===== src/rtl/cfp_pkg.sv =====
package cfp_pkg;

  localparam logic [7:0]  SYNC_BYTE  = 8'hFF;
  localparam logic [7:0]  LEN_SHORT  = 8'h03;
  localparam logic [7:0]  LEN_LONG   = 8'h06;
  localparam logic [7:0]  BODY_HDR   = 8'h01;
  localparam logic [7:0]  DEV_HOLDER = 8'h00;
  localparam logic [7:0]  DEV_LASER  = 8'h01;
  localparam logic [7:0]  OP_START   = 8'h00;
  localparam logic [7:0]  OP_STOP    = 8'h01;
  localparam logic [7:0]  OP_CHECK   = 8'hEE;
  localparam logic [7:0]  OP_ROTATE  = 8'h03;
  localparam logic [15:0] CRC_INIT   = 16'hFFFF;
  localparam logic [15:0] CRC_POLY   = 16'hA001;

  typedef enum logic [1:0] {
    ST_SHORT = 2'd0,
    ST_LONG  = 2'd1,
    ST_ERR   = 2'd2
  } frame_status_e;

  typedef enum logic [2:0] {
    CMD_HOLDER_START = 3'd0,
    CMD_HOLDER_STOP  = 3'd1,
    CMD_HOLDER_CHECK = 3'd2,
    CMD_LASER_START  = 3'd3,
    CMD_LASER_STOP   = 3'd4,
    CMD_LASER_CHECK  = 3'd5,
    CMD_DATA_ERR     = 3'd6
  } command_e;

  // one finished or rejected frame, handed from parser to decoder
  typedef struct packed {
    frame_status_e   status;
    logic [7:0]      device;
    logic [7:0]      opcode;
    logic [2:0][7:0] param;
  } frame_rec_t;

  // reflected CRC-16 step, init FFFF, polynomial A001, one byte per call
  function automatic logic [15:0] crc_update(logic [15:0] crc, logic [7:0] b);
    logic [15:0] c;
    c = {8'h00, crc[15:8]} ^ {8'h00, b};
    for (int k = 0; k < 8; k++) begin
      c = c[0] ? ((c >> 1) ^ CRC_POLY) : (c >> 1);
    end
    return c;
  endfunction

  function automatic logic [6:0] bcd_value(logic [7:0] b);
    logic [6:0] v;
    if (b[7:4] > 4'd9 || b[3:0] > 4'd9) begin
      v = 7'd0;
    end else begin
      v = 7'(b[7:4]) * 7'd10 + 7'(b[3:0]);
    end
    return v;
  endfunction

endpackage


===== src/rtl/cfp_front.sv =====
module cfp_front import cfp_pkg::*; (
  input  logic       clk_i,
  input  logic       rst_ni,
  input  logic       acc_i,
  input  logic [7:0] rx_byte_i,
  output logic       push_o,
  output frame_rec_t rec_o
);

  typedef enum logic [2:0] {
    PH_HUNT = 3'd0,
    PH_LEN  = 3'd1,
    PH_BODY = 3'd2,
    PH_CRCH = 3'd3,
    PH_CRCL = 3'd4
  } phase_e;

  phase_e          phase_q, phase_d;
  logic            long_q, long_d;
  logic [2:0]      idx_q, idx_d;
  logic [15:0]     crc_q, crc_d;
  logic [7:0]      dev_q, dev_d;
  logic [7:0]      op_q, op_d;
  logic [2:0][7:0] par_q, par_d;
  logic [7:0]      crch_q, crch_d;
  logic            crc_ok;

  assign crc_ok = (crch_q == crc_q[15:8]) && (rx_byte_i == crc_q[7:0]);

  always_comb begin
    phase_d = phase_q;
    long_d  = long_q;
    idx_d   = idx_q;
    crc_d   = crc_q;
    dev_d   = dev_q;
    op_d    = op_q;
    par_d   = par_q;
    crch_d  = crch_q;
    push_o  = 1'b0;
    rec_o   = '{status: ST_ERR, device: dev_q, opcode: op_q, param: par_q};
    if (acc_i) begin
      case (phase_q)
        PH_HUNT: begin
          if (rx_byte_i == SYNC_BYTE) begin
            phase_d = PH_LEN;
            crc_d   = CRC_INIT;
          end
        end
        PH_LEN: begin
          if (rx_byte_i == LEN_SHORT || rx_byte_i == LEN_LONG) begin
            long_d  = (rx_byte_i == LEN_LONG);
            idx_d   = 3'd0;
            dev_d   = 8'h00;
            op_d    = 8'h00;
            par_d   = '0;
            phase_d = PH_BODY;
          end else begin
            push_o  = 1'b1;
            phase_d = PH_HUNT;
          end
        end
        PH_BODY: begin
          if (idx_q == 3'd0 && rx_byte_i != BODY_HDR) begin
            push_o  = 1'b1;
            phase_d = PH_HUNT;
          end else begin
            case (idx_q)
              3'd1:    dev_d    = rx_byte_i;
              3'd2:    op_d     = rx_byte_i;
              3'd3:    par_d[0] = rx_byte_i;
              3'd4:    par_d[1] = rx_byte_i;
              3'd5:    par_d[2] = rx_byte_i;
              default: ;
            endcase
            crc_d = crc_update(crc_q, rx_byte_i);
            idx_d = idx_q + 3'd1;
            if (idx_q == (long_q ? 3'd5 : 3'd2)) begin
              phase_d = PH_CRCH;
            end
          end
        end
        PH_CRCH: begin
          crch_d  = rx_byte_i;
          phase_d = PH_CRCL;
        end
        PH_CRCL: begin
          push_o  = 1'b1;
          phase_d = PH_HUNT;
          if (crc_ok) begin
            rec_o.status = long_q ? ST_LONG : ST_SHORT;
          end
        end
        default: phase_d = PH_HUNT;
      endcase
    end
  end

  always_ff @(posedge clk_i or negedge rst_ni) begin
    if (!rst_ni) begin
      phase_q <= PH_HUNT;
      long_q  <= 1'b0;
      idx_q   <= 3'd0;
    end else begin
      phase_q <= phase_d;
      long_q  <= long_d;
      idx_q   <= idx_d;
    end
  end

  // payload only: no reset; an error record may carry fields not yet loaded
  always_ff @(posedge clk_i) begin
    crc_q  <= crc_d;
    dev_q  <= dev_d;
    op_q   <= op_d;
    par_q  <= par_d;
    crch_q <= crch_d;
  end

  a_good_only_at_crc: assert property (@(posedge clk_i) disable iff (!rst_ni)
    push_o && rec_o.status != ST_ERR |-> phase_q == PH_CRCL)
    else $error("good frame reported outside CRC check");

  a_no_push_hunting: assert property (@(posedge clk_i) disable iff (!rst_ni)
    push_o |-> phase_q != PH_HUNT)
    else $error("request pushed while hunting for sync");

endmodule


===== src/rtl/cfp_queue.sv =====
module cfp_queue import cfp_pkg::*; (
  input  logic       clk_i,
  input  logic       rst_ni,
  input  logic       wr_i,
  input  frame_rec_t wr_data_i,
  input  logic       rd_i,
  output frame_rec_t rd_data_o,
  output logic       full_o,
  output logic       empty_o
);

  localparam int Depth = 2;
  localparam int PtrW  = $clog2(Depth);
  localparam int CntW  = $clog2(Depth + 1);

  frame_rec_t      mem_q [Depth];
  logic [PtrW-1:0] wp_q, rp_q;
  logic [CntW-1:0] cnt_q;

  assign full_o    = (cnt_q == CntW'(Depth));
  assign empty_o   = (cnt_q == '0);
  assign rd_data_o = mem_q[rp_q];

  always_ff @(posedge clk_i or negedge rst_ni) begin
    if (!rst_ni) begin
      wp_q  <= '0;
      rp_q  <= '0;
      cnt_q <= '0;
    end else begin
      if (wr_i) begin
        wp_q <= (wp_q == PtrW'(Depth - 1)) ? '0 : wp_q + PtrW'(1);
      end
      if (rd_i) begin
        rp_q <= (rp_q == PtrW'(Depth - 1)) ? '0 : rp_q + PtrW'(1);
      end
      if (wr_i && !rd_i) begin
        cnt_q <= cnt_q + CntW'(1);
      end else if (rd_i && !wr_i) begin
        cnt_q <= cnt_q - CntW'(1);
      end
    end
  end

  always_ff @(posedge clk_i) begin
    if (wr_i) begin
      mem_q[wp_q] <= wr_data_i;
    end
  end

  a_no_overflow: assert property (@(posedge clk_i) disable iff (!rst_ni)
    wr_i |-> !full_o)
    else $error("frame queue written while full");

endmodule


===== src/rtl/cfp_back.sv =====
module cfp_back import cfp_pkg::*; (
  input  logic       clk_i,
  input  logic       rst_ni,
  input  logic       q_empty_i,
  input  frame_rec_t q_data_i,
  output logic       q_rd_o,
  output logic       out_valid_o,
  input  logic       out_stall_i,
  output logic [1:0] frame_status_o,
  output logic [2:0] command_code_o,
  output logic [6:0] rotate_direction_o,
  output logic [6:0] rotate_speed_o,
  output logic [6:0] rotate_angle_o
);

  logic          valid_q;
  frame_status_e status_q;
  command_e      cmd_q, cmd_d;
  logic [6:0]    dir_q, spd_q, ang_q;
  logic          rotate;

  assign q_rd_o = !q_empty_i && (!valid_q || !out_stall_i);
  assign rotate = (q_data_i.status == ST_LONG) && (q_data_i.device == DEV_HOLDER)
                  && (q_data_i.opcode == OP_ROTATE);

  always_comb begin
    cmd_d = CMD_DATA_ERR;
    if (q_data_i.status != ST_ERR) begin
      if (q_data_i.device == DEV_HOLDER) begin
        case (q_data_i.opcode)
          OP_START: cmd_d = CMD_HOLDER_START;
          OP_STOP:  cmd_d = CMD_HOLDER_STOP;
          OP_CHECK: cmd_d = CMD_HOLDER_CHECK;
          default:  cmd_d = CMD_DATA_ERR;
        endcase
      end else if (q_data_i.device == DEV_LASER) begin
        case (q_data_i.opcode)
          OP_START: cmd_d = CMD_LASER_START;
          OP_STOP:  cmd_d = CMD_LASER_STOP;
          OP_CHECK: cmd_d = CMD_LASER_CHECK;
          default:  cmd_d = CMD_DATA_ERR;
        endcase
      end
    end
  end

  always_ff @(posedge clk_i or negedge rst_ni) begin
    if (!rst_ni) begin
      valid_q <= 1'b0;
    end else if (q_rd_o) begin
      valid_q <= 1'b1;
    end else if (!out_stall_i) begin
      valid_q <= 1'b0;
    end
  end

  always_ff @(posedge clk_i) begin
    if (q_rd_o) begin
      status_q <= q_data_i.status;
      cmd_q    <= cmd_d;
      dir_q    <= rotate ? bcd_value(q_data_i.param[0]) : 7'd0;
      spd_q    <= rotate ? bcd_value(q_data_i.param[1]) : 7'd0;
      ang_q    <= rotate ? bcd_value(q_data_i.param[2]) : 7'd0;
    end
  end

  assign out_valid_o        = valid_q;
  assign frame_status_o     = status_q;
  assign command_code_o     = cmd_q;
  assign rotate_direction_o = dir_q;
  assign rotate_speed_o     = spd_q;
  assign rotate_angle_o     = ang_q;

  a_error_fields: assert property (@(posedge clk_i) disable iff (!rst_ni)
    valid_q && status_q == ST_ERR |->
      cmd_q == CMD_DATA_ERR && dir_q == 7'd0 && spd_q == 7'd0 && ang_q == 7'd0)
    else $error("error request carries command or rotate data");

endmodule


===== src/rtl/command_frame_parser.sv =====
// channel  | valid       | stall       | payload
// ---------+-------------+-------------+-----------------------------------------------
// rx in    | in_valid_i  | in_stall_o  | rx_byte_i
// frame out| out_valid_o | out_stall_i | frame_status_o, command_code_o, rotate_*_o
//
// One byte accepted per cycle while the frame queue is not full; the CRC update is a byte-wide step.
// After its last byte, a frame result is registered in the frame queue, then in the output register.
// in_stall_o rises only when the two-entry frame queue is full.
// Reset puts the parser in sync hunt with queue and output empty.
module command_frame_parser import cfp_pkg::*; (
  input  logic       clk_i,
  input  logic       rst_ni,
  input  logic       in_valid_i,
  output logic       in_stall_o,
  input  logic [7:0] rx_byte_i,
  output logic       out_valid_o,
  input  logic       out_stall_i,
  output logic [1:0] frame_status_o,
  output logic [2:0] command_code_o,
  output logic [6:0] rotate_direction_o,
  output logic [6:0] rotate_speed_o,
  output logic [6:0] rotate_angle_o
);

  logic       acc, push, q_rd, q_full, q_empty;
  frame_rec_t rec, q_data;

  assign in_stall_o = q_full;
  assign acc        = in_valid_i && !q_full;

  cfp_front u_front (
    .clk_i     (clk_i),
    .rst_ni    (rst_ni),
    .acc_i     (acc),
    .rx_byte_i (rx_byte_i),
    .push_o    (push),
    .rec_o     (rec)
  );

  cfp_queue u_queue (
    .clk_i     (clk_i),
    .rst_ni    (rst_ni),
    .wr_i      (push),
    .wr_data_i (rec),
    .rd_i      (q_rd),
    .rd_data_o (q_data),
    .full_o    (q_full),
    .empty_o   (q_empty)
  );

  cfp_back u_back (
    .clk_i              (clk_i),
    .rst_ni             (rst_ni),
    .q_empty_i          (q_empty),
    .q_data_i           (q_data),
    .q_rd_o             (q_rd),
    .out_valid_o        (out_valid_o),
    .out_stall_i        (out_stall_i),
    .frame_status_o     (frame_status_o),
    .command_code_o     (command_code_o),
    .rotate_direction_o (rotate_direction_o),
    .rotate_speed_o     (rotate_speed_o),
    .rotate_angle_o     (rotate_angle_o)
  );

endmodule


===== config.mk =====
export PLATFORM = sky130hd
export DESIGN_NAME = command_frame_parser
export DESIGN_NICKNAME = d
export VERILOG_FILES = /design/src/rtl/cfp_pkg.sv /design/src/rtl/cfp_front.sv /design/src/rtl/cfp_queue.sv /design/src/rtl/cfp_back.sv /design/src/rtl/command_frame_parser.sv
export SDC_FILE = /design/constraint.sdc
export NUM_CORES = 1
export LEC_CHECK = 0
export BUFFER_PORTS_ARGS = -buffer_cell sky130_fd_sc_hd__clkbuf_2
export CORE_MARGIN = 4
export CORE_UTILIZATION = 41
export DETAILED_ROUTE_END_ITERATION = 8
export PLACE_DENSITY = 0.57
export SLEW_MARGIN = 20
export SYNTH_ARGS = -nofsm -noshare
export SYNTH_HDL_FRONTEND = slang
export SYNTH_SLANG_ARGS = --single-unit
export TNS_END_PERCENT = 100

===== constraint.sdc =====
create_clock -name clk_i -period 7.4 [get_ports clk_i]
set_clock_uncertainty 0.1 [all_clocks]
set_input_delay 2.22 -clock clk_i [delete_from_list [all_inputs] [get_ports clk_i]]
set_output_delay 2.22 -clock clk_i [all_outputs]
set_load 0.05 [all_outputs]

Yosys cells after proc, flatten, opt, wreduce, memory -nomap -nowiden
Memory sizes are Yosys's and may differ from the RTL's.
Cells that the tools add are included.

storage, ports and cells
  register bits after elaboration = 102
  bits in writable memories = 84
  input port bits = 12
  output and inout bits = 28
  word-level logic and storage cells = 173
  memories kept = 1

operators by class
  add/sub/neg operators = 8
  multiply operators = 3
  order comparisons = 6
  equal/unequal tests = 33
  mux-type cells = 53
  bitwise logic cells = 10
  reductions and logical operators = 40

memory list
  name           words  width  read ports  clocked after Yosys merged registers in  write ports  line             text
  u_queue.mem_q  2      42     1           0                                        1            cfp_queue.sv:16  frame_rec_t mem_q [Depth];

operators with widths
  cell                                                                count
  16-bit 2-to-1 mux                                                   10
  8-bit 2-to-1 mux                                                    8
  24-bit 2-to-1 mux                                                   2
  24-bit one-hot mux with 2 select lines                              1
  16-bit one-hot mux with 2 select lines                              1
  8-bit one-hot mux with 2 select lines                               2
  5-bit AND reduction                                                 5
  4-bit > comparator, second input constant                           6
  3-bit 2-to-1 mux                                                    8
  2-bit inverter with 3-bit output                                    8
  7-bit by 4-bit adder with 7-bit output                              3
  4-bit by 3-bit multiplier with 6-bit output, second input constant  3
  3-bit one-hot mux with 3 select lines                               2
  8-bit by 1-bit == test with 1-bit output, second input constant     2
  8-bit by 2-bit == test with 1-bit output, second input constant     2
  8-bit == test                                                       2
  8-bit == test, second input constant                                2
  8-bit zero test                                                     2
  2-bit inequality test, second input constant                        7
  3-bit by 2-bit == test with 1-bit output, second input constant     4
  2-bit 2-to-1 mux                                                    6
  3-bit one-hot mux with 4 select lines                               1
  1-bit 2-to-1 mux                                                    10
  3-bit == test, second input constant                                3
  26 further kinds                                                    53

Depth between registers and ports, before layout
  word-level depth = 19
  gate-level depth with buffers = 11
  gate-level depth less buffers = 10

Hierarchy
Synthesis repeated with hierarchy kept, for this count alone.

unflattened totals
  cells, all modules = 509
  area, all modules = 8,125.3 µm²

modules (own cells, without submodules)
  module                times used  cells each  area an instance (µm²)
  cfp_queue             1           147         3,419.5
  cfp_front             1           200         2,912.8
  cfp_back              1           161         1,779.2
  command_frame_parser  1           1           13.8

Worst setup path before layout
No wires, ideal clock.

  path kind = input to register
  start = in rx_byte_i[2]
  end = mem u_queue.mem_q[0][0] (netlist name) (enable)
  library setup time = 0.494 ns
  data arrival time = 5.770 ns
  required time = 6.806 ns
  slack = 1.037 ns
  stages on the path = 5
  path through = clkbuf_2 -> nor2_1 -> a41oi_1 -> a221oi_1 -> nor3_1

between the ends
  longest elaborated chain between the ends = 7

RTL lines
  item                                                                      line                              text
  start: declaration                                                        command_frame_parser.sv:15        input logic [7:0] rx_byte_i,
  8-bit by 1-bit inequality test with 1-bit output (tied with other cells)  cfp_front.sv:63                   if (idx_q == 3'd0 && rx_byte_i != BODY_HDR) begin
  1-bit logical AND or 1-bit logical OR (tied branches)                     cfp_front.sv:63, cfp_front.sv:50
  1-bit 2-to-1 mux, on equally long branches                                cfp_front.sv:63, cfp_front.sv:50
  1-bit one-hot mux with 3 select lines (*)                                 cfp_front.sv:42                   case (phase_q)
  1-bit 2-to-1 mux (*)                                                      cfp_front.sv:41                   if (acc_i) begin
  1-bit 2-to-1 mux (*)                                                      cfp_queue.sv:45                   if (wr_i) begin
  1-bit 2-to-1 mux (not written as such) (*)                                cfp_queue.sv:46                   mem_q[wp_q] <= wr_data_i;
  end: declaration                                                          cfp_queue.sv:16

Every way passes the cells marked *; elsewhere a longest branch is shown, timed or not.

Worst setup path after layout
  start = in rx_byte_i[7]
  end = mem u_queue.mem_q[1][40] (netlist name) (enable)

between the ends
  longest elaborated chain between the ends = 7

RTL lines
  item                                                                      line                              text
  8-bit by 1-bit inequality test with 1-bit output (tied with other cells)  cfp_front.sv:63
  1-bit logical AND or 1-bit logical OR (tied branches)                     cfp_front.sv:63, cfp_front.sv:50
  1-bit 2-to-1 mux, on equally long branches                                cfp_front.sv:63, cfp_front.sv:50
  1-bit one-hot mux with 3 select lines (*)                                 cfp_front.sv:42
  1-bit 2-to-1 mux (*)                                                      cfp_front.sv:41
  via push                                                                  command_frame_parser.sv:25        logic acc, push, q_rd, q_full, q_empty;
  1-bit 2-to-1 mux (*)                                                      cfp_queue.sv:45
  1-bit 2-to-1 mux (not written as such) (*)                                cfp_queue.sv:46

Mark *: on every way through the listed nets, which the timed path passes. The rest lies on a longest branch.

==> results list <==
- Vias: 4134
* Drt initial violations: 252
- Wire per inst: 16.5 microns
* Post-Synthesis Net Count: 569
- After floorplanning, the core was divided into 50 placement rows.
- On the critical path, the stage with the largest delay is an instance of and2_2.
- Measured against its own limit, the worst slew margin works out to 28.1%.
- Counting the buffers created by CTS gives 17.
* Via density per instance: 4.88
- Util after Layout: 47.6%
* Total Routed Length: 13900 microns
- Vias in the first global route: 4285
* Reg2reg start: u_queue.rp_q
* Final setup fails: 0
* Wire length of the first global-routing pass: 22600 microns
- In this run the worst hold path is classified as flop to flop.
* Total of cells resized after clock tree synthesis: 0
- Cell chosen for the clock root: clkbuf_16
- Worst hold stages: 0
* Synthesized instance count: 527
* Cell count of the worst reg-to-reg path: 9
- The critical path ends at u_queue.mem_q[1][40].
* IO Pins: 40
- Counting the fill cells in the layout gives 1621.
- Post-Synthesis Mean Instance Area: 15.0 sq um
* Capturing element type of the critical path: flop
* Horizontal die dimension: 147 microns
- Across the run, the number of max-cap violations was 0.
* Total power density per cell area: 363 nW/um^2
- Across every metal layer, demand over resource in global routing totals 13.6%.
* Number of detailed-route iterations in the first pass: 4
- Bufs on Longest Clock Path: 2
- Post-synth EDFFs: 169
* Final critical path time including I/O delays and setup: 4.16 ns
- Buffers and inverters on the worst path: 1
- Crit path required time: 7.35 ns
- The library cell used most frequently in the layout, excluding fill and tap cells, is edfxtp_1.
- Setup repair after global routing left no endpoint under its margin.
- Placer's final routability congestion estimate: 0.824
* Layout cells sized above 1: 18.7%
- The library cells used most frequently in the layout, excluding fill and tap cells, are edfxtp_1 (169), nor2_1 (43), clkbuf_2 (39).
- Endpoint of the worst-slack reg-to-reg timing path: u_back.rotate_angle_o[6]
- CP Depth: 6
* Static leakage: 3.19 nW
- Post-synthesis instance area: 7920 sq um
* Setup slack of the most critical reg-to-reg path: 3.92 ns
- From bottom edge to top edge, the die measures 147 microns.
- Of all flip-flops after synthesis, the portion carrying an async set or reset was 6.63%.
* Number of nets with antenna violations after detailed routing: 0
- Among all flip-flop cells after synthesis, the most frequent one is edfxtp_1.
- Area added between synthesis and finish: 13.3%
- Static timing analysis puts the maximum clock frequency at 241 MHz.
- Clock tree synthesis found a total of 181 sinks.
- The finished layout holds 847 standard cells, fillers aside.
- In this run, distinct cell masters in the synthesized netlist total 61.
- Core region area: 18800 sq um
* Sequential-to-total area share from yosys stat: 67.9%
- Final cycle utilization of the critical path: 56.2%
- Largest voltage drop on the vdd net: 0.000180 V
* Tightest Pin Transition: 1.08 ns
- On the final layout, the worst hold slack is 0.348 ns.
* Overflow after GRT: 0
* ANT cells: 0
* List of cells traversed by the critical path: clkbuf_2 -> nor2_1 -> a41oi_1 -> a221oi_1 -> nor2_2 -> and2_2
- Worst Path Arrival: 4.10 ns
* First element of the critical path: rx_byte_i[7]
- Starting density of the core: 42.0%
- The worst setup path is launched from an input pin.
- After detailed routing, the number of remaining DRC violations is 0.
- Including well taps, the total number of placed cells is 815.
- The max-slew violation count was 0.
* Clock latency at the later pin of the worst-skew pair: 0.43 ns
- Largest delay contributor family on the critical path: simple AND/OR/NAND/NOR gates
- Register clock-pin slew on the reported worst setup and hold paths: 0.07 ns
* Antenna violations before repair: 0
* Number of port buffers: 39
- Tot Pwr: 3.26 mW
- CTS tree: yes
- Worst stage delay on the critical path: 0.83 ns
* Full die area: 21600 sq um
- Number of hold buffers added after cts: 0
- Number of warnings printed during yosys synthesis: 0
- Detailed placement ended at an HPWL of 9930 microns.
- Classification of the worst setup path: input pin to flop
- In this run the worst path has a maximum fanout of 42.
- Entering global routing, the biggest net connects 43 pins.
- Result of the run: completed
* Register bit total from synthesis: 181
- CTS built an H-tree with a depth of 4.
- For the final routed database, the setup TNS stands at 0 ns.
- At the end of the flow, the number of nets in the layout was 616.
- Endpoints failing hold: 0
- In this run the post-CTS setup repair buffer count came out at 0.
-- layer usage --
| layer | routed length (microns) | part of all wire [%] | global-route usage (%) |
|---|---|---|---|
| met1 | 6300 | 45 | 18.0 |
| met2 | 6740 | 48 | 21.8 |
| met3 | 699 | 5.0 | 3.58 |
| met4 | 213 | 1.5 | 4.61 |
| met5 | 0 | 0 | 0 |
-- metrics by stage --
stage / cell area [sq um] / setup WS, ns
2_1_floorplan: 7920 / 1.04
3_3_place_gp: 8370 / 2.78
3_5_place_dp: 8370 / 2.77
4_1_cts: 8970 / 3.22
5_1_grt: 8970 / 2.98
6_report: 8970 / 3.24
-- where the power goes --
group	internal (mW)	leakage (nW)	total, mW	switching [mW]
Clock	0.487	0.295	0.905	0.418
Combinational	0.358	1.28	0.964	0.606
Sequential	1.28	1.61	1.39	0.108
Total	2.13	3.19	3.26	1.13
-- synth_stat cells, types with 3 or more instances --
master	count	area share, %
a21o_1	5	0.47
a21oi_1	15	0.95
and3_1	16	1.3
buf_6	5	0.71
clkbuf_1	4	0.19
dfrtp_1	12	3.8
edfxtp_1	169	64
fa_1	6	1.5
ha_1	24	3.8
inv_1	29	1.4
mux2_2	10	1.4
mux2i_1	17	2.1
mux2i_2	4	0.70
nand2_1	27	1.3
nand2b_1	5	0.40
nand3_1	12	0.76
nand4_1	4	0.32
nor2_1	43	2.0
nor2b_1	6	0.47
nor3_1	7	0.44
nor3_2	3	0.38
nor4_1	7	0.55
o21ai_0	9	0.57
xnor2_1	26	2.9
xnor2_2	3	0.62
xor2_1	17	1.9
-- layout make-up --
cell class | count | area [sq um] | share of cell area (%)
sequential | 181 | 5380 | 59.9
inverter | 31 | 116 | 1.30
clock inverter | 15 | 176 | 1.97
tap | 260 | 325 | 3.63
timing repair buffer | 40 | 203 | 2.26
clock buffer | 17 | 425 | 4.74
multi-input combinational | 303 | 2350 | 26.2
-- sequential cells by signal (all words and copies together) (netlist names), 2 cells and up --
register	cells
u_front.idx_q	3
u_front.crch_q	8
u_front.op_q	8
u_back.rotate_direction_o	7
u_back.rotate_angle_o	7
u_front.dev_q	8
u_front.phase_q	3
u_back.frame_status_o	2
u_queue.cnt_q	2
u_front.crc_q	11
u_front.rec_o	24
u_back.rotate_speed_o	7
u_queue.mem_q	84
u_back.command_code_o	3
-- logic make-up after synthesis --
family,count (synthesis),synth area share (%)
AOI/OAI and AO/OA,47,4.36
xor gates and xnor gates,47,5.66
adders and majority gates,30,5.31
buffers and inverters,43,2.56
DFF,181,67.9
muxes,31,4.27
and+or+nand+nor,148,9.94
-- worst min-delay path by stage --
| stage | from | to | slack [ns] |
|---|---|---|---|
| 6_report | u_front.rec_o[22] | u_queue.mem_q[0][22] | 0.35 |
| 3_5_place_dp | u_front.rec_o[22] | u_queue.mem_q[0][22] | 0.33 |
| 4_1_cts | u_front.rec_o[22] | u_queue.mem_q[0][22] | 0.35 |
| 5_1_grt | u_front.rec_o[9] | u_queue.mem_q[0][9] | 0.36 |
| 2_1_floorplan | u_front.rec_o[0] | u_queue.mem_q[0][0] | 0.32 |
| 3_3_place_gp | u_front.rec_o[13] | u_queue.mem_q[0][13] | 0.33 |
(Power assumes the default switching activity.)
